`config.mk`:
```
export PLATFORM = sky130hd
export DESIGN_NAME = srt_ctrl
export DESIGN_NICKNAME = d
export VERILOG_FILES = /design/src/rtl/srt_pkg.sv /design/src/rtl/srt_ctrl.sv
export SDC_FILE = /design/constraint.sdc
export NUM_CORES = 1
export LEC_CHECK = 0
export BUFFER_PORTS_ARGS = -buffer_cell sky130_fd_sc_hd__buf_2
export CORE_AREA = 10 10 47 49
export DETAILED_ROUTE_END_ITERATION = 7
export DIE_AREA = 0 0 57 59
export PLACE_DENSITY = 0.5
export SETUP_SLACK_MARGIN = 0.05
export SYNTH_ARGS = -nofsm -noshare
export SYNTH_HDL_FRONTEND = slang
export SYNTH_SLANG_ARGS = --single-unit
```
`constraint.sdc`:
```
create_clock -name clk_i -period 1.3 [get_ports clk_i]
set_input_delay 0.195 -clock clk_i [delete_from_list [all_inputs] [get_ports clk_i]]
set_output_delay 0.195 -clock clk_i [all_outputs]
set_load 0.02 [all_outputs]
```
`src/rtl/srt_pkg.sv`:
```
// ----------------------------------------------------------------------------
// srt_pkg
// Shared types and constants of the segment range table unit.
// ----------------------------------------------------------------------------
package srt_pkg;

  localparam int CHANNELS_DEF = 4;
  localparam int RANGES_DEF   = 16;

  localparam int OP_W     = 2;
  localparam int CH_W     = 2;
  localparam int ADDR_W   = 64;
  localparam int STATUS_W = 2;

  typedef enum logic [OP_W-1:0] {
    OP_ADD    = 2'd0,
    OP_REMOVE = 2'd1,
    OP_FIND   = 2'd2
  } op_e;

  localparam logic [STATUS_W-1:0] ST_DONE    = 2'd0;
  localparam logic [STATUS_W-1:0] ST_FULL    = 2'd1;
  localparam logic [STATUS_W-1:0] ST_NOMATCH = 2'd2;

  typedef struct packed {
    logic load;
    logic start;
    logic tinit;
    logic rd;
    logic ev;
    logic tend;
    logic fin;
  } cmd_t;

  typedef struct packed {
    logic quick;
    logic is_find;
    logic more;
    logic stop;
    logic type_ok;
    logic covered;
    logic second;
  } sts_t;

endpackage

```
`src/rtl/srt_ctrl.sv`:
```
// ----------------------------------------------------------------------------
// srt_ctrl
// Sequencer that steps the datapath through one operation at a time.
// ----------------------------------------------------------------------------
module srt_ctrl (
  input  logic          clk_i,
  input  logic          rst_ni,
  input  logic          in_valid_i,
  output logic          in_ready_o,
  output logic          out_valid_o,
  input  logic          out_ready_i,
  input  srt_pkg::sts_t sts_i,
  output srt_pkg::cmd_t cmd_o
);

  typedef enum logic [3:0] {
    S_IDLE, S_START, S_TINIT, S_LOOP, S_RD, S_EV, S_TEND, S_FIN, S_DONE
  } state_e;

  state_e state_q, state_d;

  always_comb begin
    state_d = state_q;
    cmd_o   = '0;
    unique case (state_q)
      S_IDLE: begin
        if (in_valid_i) begin
          cmd_o.load = 1'b1;
          state_d    = S_START;
        end
      end
      S_START: begin
        cmd_o.start = 1'b1;
        if (sts_i.quick) state_d = S_DONE;
        else if (sts_i.is_find) state_d = S_TINIT;
        else state_d = S_LOOP;
      end
      S_TINIT: begin
        cmd_o.tinit = 1'b1;
        state_d     = S_TEND;
        if (sts_i.type_ok) state_d = S_LOOP;
      end
      S_LOOP: begin
        if (sts_i.more && !sts_i.stop) state_d = S_RD;
        else if (sts_i.is_find) state_d = S_TEND;
        else state_d = S_FIN;
      end
      S_RD: begin
        cmd_o.rd = 1'b1;
        state_d  = S_EV;
      end
      S_EV: begin
        cmd_o.ev = 1'b1;
        state_d  = S_LOOP;
      end
      S_TEND: begin
        cmd_o.tend = 1'b1;
        if (sts_i.covered || sts_i.second) state_d = S_DONE;
        else state_d = S_TINIT;
      end
      S_FIN: begin
        cmd_o.fin = 1'b1;
        state_d   = S_DONE;
      end
      S_DONE: begin
        if (out_ready_i) state_d = S_IDLE;
      end
      default: state_d = S_IDLE;
    endcase
  end

  always_ff @(posedge clk_i or negedge rst_ni) begin
    if (!rst_ni) begin
      state_q <= S_IDLE;
    end else begin
      state_q <= state_d;
    end
  end

  assign in_ready_o  = (state_q == S_IDLE);
  assign out_valid_o = (state_q == S_DONE);

endmodule

```
## Yosys cells after proc, flatten, opt, wreduce, memory -nomap -nowiden

Cells that the tools add are included.

| operators by class | value |
|---|---|
| equal/unequal tests | 10 |
| muxes and demuxes | 17 |
| reductions and logical operators | 5 |

Operators by type and width:

| operator | number |
|---|---|
| $pmux 4 s9 | 1 |
| $mux 4 | 5 |
| $eq 4x3->1 const B | 4 |
| $mux 1 | 10 |
| $eq 4x2->1 const B | 2 |
| $eq 4x1->1 const B | 1 |
| $eq 4x4->1 const B | 1 |
| $logic_not 4->1 | 1 |
| $mux 3 | 1 |
| $ne 2x1->1 const B | 1 |
| $ne 2x2->1 const B | 1 |
| $reduce_and 2->1 | 1 |
| $logic_and 1x1->1 | 1 |
| $logic_not 1->1 | 1 |
| $logic_or 1x1->1 | 1 |

| storage, ports and cells | value |
|---|---|
| bits in registers | 4 |
| bits of input ports | 11 |
| logic and storage cells | 33 |

## Depth between registers and ports, before layout

Gate-level depths: netlist of run 1.

| depth | value |
|---|---|
| depth after elaboration | 4 |
| mapped depth | 4 |

## Worst setup path before layout of run 1

Ideal clock, no wire load.

| timing path | value |
|---|---|
| kind | reg-to-output |
| start point | reg state_q[3] |
| end point | out cmd_o[6] in the netlist's numbering |
| data arrival time | 1.564 ns |
| required time | 1.105 ns |
| path slack | -0.459 ns |
| stages on the path, launching flop included | 4 |
| cell sequence | dfrtp_1 buf_2 nor4_1 and2_1 |

RTL lines:

| element | line | text |
|---|---|---|
| start: declaration | srt_ctrl.sv:20 | `state_e state_q, state_d;` |
| start signal: assignment | srt_ctrl.sv:76 | `state_q <= state_d;` |
| end: declaration | srt_ctrl.sv:13 | `output srt_pkg::cmd_t cmd_o` |

==> out/summary.txt, run 1 <==
status: finished with violations
failing checks: negative setup slack
Placer Congestion: 0.697
logic gate share of total power: 79.2%
Psw: 0.933 mW
Final Util: 62.4%
hold crit path type: input port to flip-flop
Tightest Pin Transition: 0.261 ns
Site Rows: 14
DR WL/cell: 15.7 um
DRT antenna net count: 0
Residual DRC: 0
CP bufs+invs: 1
Synth top cells by count: nor2_1, dfrtp_1, nor2b_1, nor3_1, nand2b_1
syn_area_per_cell: 7.56 um^2
worst-skew pair later-pin latency: 0.24 ns
Worst-path clk slew: 0.04 ns
r2r setup slk: -0.02 ns
Worst path slowest cell: dfrtp_2
dpl cells: 81
Netlist cell types: 23
CTS H-tree lvls: 1
Initial DRC Count: 1
clk root buf: clkbuf_4
nets: 95
delay-heaviest family, CP: simple AND/OR/NAND/NOR gates
share of layout cells above drive strength 1: 79.3%
Most used DFF post-synth: dfrtp_1
die width: 57 um
DIE HEIGHT: 59 um
leakage: 0.391 nW
Clock power frac: 7.2%
Worst Hold Endpoint: state_q[3]
via count: 487
Pins Over Slew Limit: 0
Relative slew margins: 82.6%
vias per cell: 4.97
CTS Buf Count: 3
WP data arrival: 1.25 ns
biggest regs: state_q x4
switching fraction of total power: 42.2%
final setup margin: -0.144 ns
starting density of the core: 24.3%
number of synthesized flops with an enable pin: 0
Final Hold Violating Endpoints: 0
fraction of registers with async set/reset: 100%
highest clock rate: 692 MHz
Longest Clk Path Bufs: 2
die area: 3360 um^2
Mapped Cells: 45
kind of critical path: flip-flop to output port
Synth Cell Area: 340 um^2
hold_sp: sts_i[1]
Worst R2R Start: state_q[0]
core area: 1400 um^2
final hold slack: 0.242 ns
Max Fanout on Critical Path: 2
clock skew: 0.00591 ns
Finished Layout Cells: 98
clk sinks: 4
Syn Nets: 56
initial antenna violation count: 0
CTS tree: built
DRT Pass-1 Iters: 3
leading area contributor after synthesis: dfrtp_1
Peak VDD IR: 1070 uV
gr usage total: 8.08%
Max Cap Viol: 0
Detailed Route WL: 1540 um
most common cell in the netlist: nor2_1
P_int: 1.28 mW
Seq cells post-synth: 4
sequential power share: 13.5%
HPWL after DPL: 853 um
endpoints failing setup: 10
WHS Path Cells: 3
max reg flops: 4
vias in the first global route: 471
sequential fraction of the synthesis area: 29.4%
crit share post-route: 111%
ranking of synthesized cells by area: dfrtp_1, nor2b_1, nor2_1
R2R depth: 6
Place WS: 0.0668 ns
Syn-to-layout area delta: 157%
critical-path cell list: nor4_4, and2_4, buf_6
Req. time, crit path: 1.11 ns
GR Overflow Total: 0
RSZ-0062 raised after global routing: yes
Worst path depth: 3
Synth warnings: 0
Setup crit start kind: flip-flop
Synth top area share: 29.4%
CP endpoint kind: output port
IO buf count: 19
# diodes: 0
first-pass GRT wire length: 2160 um
largest net degree at the start of global routing: 10
power per cell area: 2530 nW/um^2
Top reg by flops: state_q
total I/O pin count: 20
worst r2r dst: state_q[0]
Max stage delay on crit path: 0.43 ns
fin crit period: 1.44 ns
routing by layer:
metal,wire [um],part of all wire [%],track usage [%]
met5,0,0,0
met4,48,3.1,7.05
met3,69,4.5,1.72
met2,773,50,11.8
met1,646,42,9.75
worst min-delay path, delay by kind of cell:
family,cells,cell delay [ns]
buf+inv,1,0.10
compound gates,2,0.15
stage by stage:
| step | power [mW] | instance area, um^2 | setup TNS, ns |
|---|---|---|---|
| 5_1_grt | 2.33 | 875 | -1.33 |
| 4_1_cts | 1.75 | 709 | -0.952 |
| 3_5_place_dp | 1.17 | 529 | 0 |
| 2_1_floorplan | 0.840 | 377 | -0.0779 |
| 3_3_place_gp | 1.17 | 529 | 0 |
| 6_report | 2.21 | 875 | -0.834 |
final cells by class:
cell class	count	area, um^2
fillers	109	527
flip-flops and latches	4	105
clock buffers	3	22.5
repair buffers	38	359
inverters	2	22.5
well taps	16	20.0
multi-input cells	35	345
cells by family (layout without fill, tap and decap cells):
kind of cell,after synthesis,in the layout,share of synthesized area [%]
buffers and inverters,6,43,9.56
AND/OR/NAND/NOR,24,24,37.1
AO/OA/AOI/OAI,11,11,23.9
flip-flops,4,4,29.4
cells in the final DEF (no fill, tap or decap), drive strengths merged, types with 2 or more instances in the layout:
cell and n:
clkbuf 3, nor2b 4, nand2 2, a21oi 2
nor4 2, nor2 6, nor3 4, buf 37
nand2b 3, dfrtp 4
power by group through the flow:
stage               logic, mW  registers (mW)  clock network [mW]
detailed placement      0.877           0.288                   0
global placement        0.886           0.289                   0
floorplan               0.591           0.249                   0
CTS                      1.31           0.284               0.161
finish                   1.75           0.299               0.160
global route             1.85           0.309               0.169
timing repair:
item                                    in CTS  in global routing
pin swaps                                    2                  3
buffers inserted                             6                  6
endpoints found under the setup margin       9                 13
gates cloned                                 1                  0
hold buffers                                 1                  0
endpoints found under the hold margin        4                  0
gates resized for setup                     20                 30
worst max-delay path by stage:
stage / from / to / slack, ns
global route: state_q[1] / cmd_o[6] / -0.18
finish: state_q[1] / cmd_o[6] / -0.14
global placement: state_q[3] / out_valid_o / 0.05
detailed placement: state_q[3] / out_valid_o / 0.07
floorplan: state_q[3] / cmd_o[6] / -0.06
CTS: state_q[1] / cmd_o[6] / -0.14
Note: power is estimated with default switching activity, not from simulation.
==> inputs of run 2 (changes only) <==
--- a/config.mk
+++ b/config.mk
@@ -6,9 +6,10 @@
 export NUM_CORES = 1
 export LEC_CHECK = 0
 export BUFFER_PORTS_ARGS = -buffer_cell sky130_fd_sc_hd__buf_2
-export CORE_AREA = 10 10 47 49
+export CORE_AREA = 2 2 39 41
 export DETAILED_ROUTE_END_ITERATION = 7
-export DIE_AREA = 0 0 57 59
+export DIE_AREA = 0 0 41 43
+export GPL_TIMING_DRIVEN = 0
 export PLACE_DENSITY = 0.5
 export SETUP_SLACK_MARGIN = 0.05
 export SYNTH_ARGS = -nofsm -noshare
==> run 2 against run 1 <==
Against the previous run: the run still ends with negative setup slack left; cell area shrank 19%; register-to-register slack gained 0.11 ns; cell count shrank 5.1%; global-route usage grew 6.5 points; clock skew is essentially flat; non-clock buffer count shrank 5; via count shrank 2.5%; critical endpoint is now out_valid_o; largest power group unchanged; wire length shrank 28%; clock power is essentially flat; setup slack lost 0.0094 ns; sequential cell count is the same.
==> out/summary.txt, run 2 (synthesis results as in run 1) <==
status: finished with violations
via count: 475
power per cell area: 2380 nW/um^2
nets: 90
Syn-to-layout area delta: 107%
Max Cap Viol: 0
initial antenna violation count: 0
clock skew: 0.00599 ns
Longest Clk Path Bufs: 2
clk root buf: clkbuf_4
Clock power frac: 9.4%
endpoints failing setup: 9
crit share post-route: 112%
most frequent cells in the layout: buf_4, buf_2, buf_6
# diodes: 0
biggest regs: state_q x4
GR Overflow Total: 0
P_int: 0.921 mW
Finished Layout Cells: 93
first-pass GRT wire length: 1680 um
Final Util: 51.0%
CP startpoint: state_q[1]
largest net degree at the start of global routing: 11
DR WL/cell: 11.8 um
dpl cell area: 492 um^2
share of layout cells above drive strength 1: 68.8%
die area: 1760 um^2
Site Rows: 14
FF/Latch Area: 104 um^2
Pins Over Slew Limit: 0
Initial DRC Count: 9
sequential power share: 17.1%
Worst R2R Start: state_q[0]
worst-skew pair later-pin latency: 0.24 ns
DIE HEIGHT: 43 um
Max Fanout on Critical Path: 10
hold_sp: sts_i[1]
met2 Resource Use GR: 22.5%
WP data arrival: 1.26 ns
Peak VDD IR: 753 uV
Worst-path clk slew: 0.03 ns
failing checks: negative setup slack
Req. time, crit path: 1.11 ns
filler cell count: 140
dpl cells: 80
Residual DRC: 0
Psw: 0.757 mW
IO buf count: 19
starting density of the core: 24.6%
logic gate share of total power: 73.5%
final hold slack: 0.234 ns
GR peak layer: met2
RSZ-0062 raised after global routing: yes
Final TNS setup: -0.868 ns
DRT Pass-1 Iters: 2
clk sinks: 4
Place WS: 0.00429 ns
Top reg by flops: state_q
Relative slew margins: 83.4%
CTS Buf Count: 3
core area: 1380 um^2
CP endpoint kind: output port
kind of critical path: flip-flop to output port
final setup margin: -0.154 ns
switching fraction of total power: 45.1%
met1 usage: 15.8%
total I/O pin count: 20
fin crit period: 1.45 ns
met3 global-route usage: 7.85%
Tightest Pin Transition: 0.245 ns
leading cell type in the layout, fill and taps excluded: buf_4
leakage: 0.332 nW
multi-input logic area: 298 um^2
hold crit path type: input port to flip-flop
gr usage total: 14.6%
Placer Congestion: 0.691
Power, Total: 1.68 mW
Setup crit start kind: flip-flop
DRT antenna net count: 0
highest clock rate: 688 MHz
CTS H-tree lvls: 1
post-route cell area: 706 um^2
CTS tree: built
die width: 41 um
Final Hold Violating Endpoints: 0
vias in the first global route: 432
vias per cell: 5.11
Detailed Route WL: 1100 um
max reg flops: 4
-- run 2: power by group through the flow --
stage | Combinational (mW) | Sequential (mW) | Clock [mW]
global route | 1.32 | 0.293 | 0.167
finish | 1.23 | 0.287 | 0.157
CTS | 1.02 | 0.281 | 0.161
detailed placement | 0.759 | 0.273 | 0
floorplan | 0.591 | 0.249 | 0
global placement | 0.767 | 0.272 | 0
-- run 2: path summary, 6_finish.rpt --
check                           slack, ns  depth (start not counted)           to
worst max-delay path                -0.15                          3  out_valid_o
worst min-delay path                 0.23                          3   state_q[3]
worst max register to register       0.09                          4   state_q[1]
worst min register to register       0.58                          2   state_q[2]
max in group asynchronous            0.87                          2   state_q[1]
min in group asynchronous            0.29                          2   state_q[2]
-- run 2: worst max-delay path, cell delays in order, from the launching register on --
cell and delay [ns]:
dfrtp_2 0.43, buf_6 0.16, nor4_4 0.25, buf_4 0.17
-- run 2: final cells by class --
type / count / share of cell area, %
multi-input cells: 35 / 42.2
repair buffers: 29 / 28.9
flip-flops and latches: 4 / 14.7
plain buffers: 4 / 6.38
clock buffers: 3 / 3.19
well taps: 16 / 2.84
inverters: 2 / 1.77
-- run 2: what timing repair did --
| item | CTS | global route |
|---|---|---|
| hold buffers | 1 | 0 |
| endpoints found under the setup margin | 10 | 11 |
| setup buffers | 7 | 2 |
| hold endpoints to repair | 4 | 0 |
| gates resized for setup | 20 | 17 |
| pin swaps | 2 | 4 |
-- run 2: routing by layer --
layer | up-vias | part of all wire [%]
met3 | 2 | 5.0
li1 | 226 | -
met4 | 0 | 1.6
met1 | 233 | 44
met5 | - | 0
met2 | 14 | 49
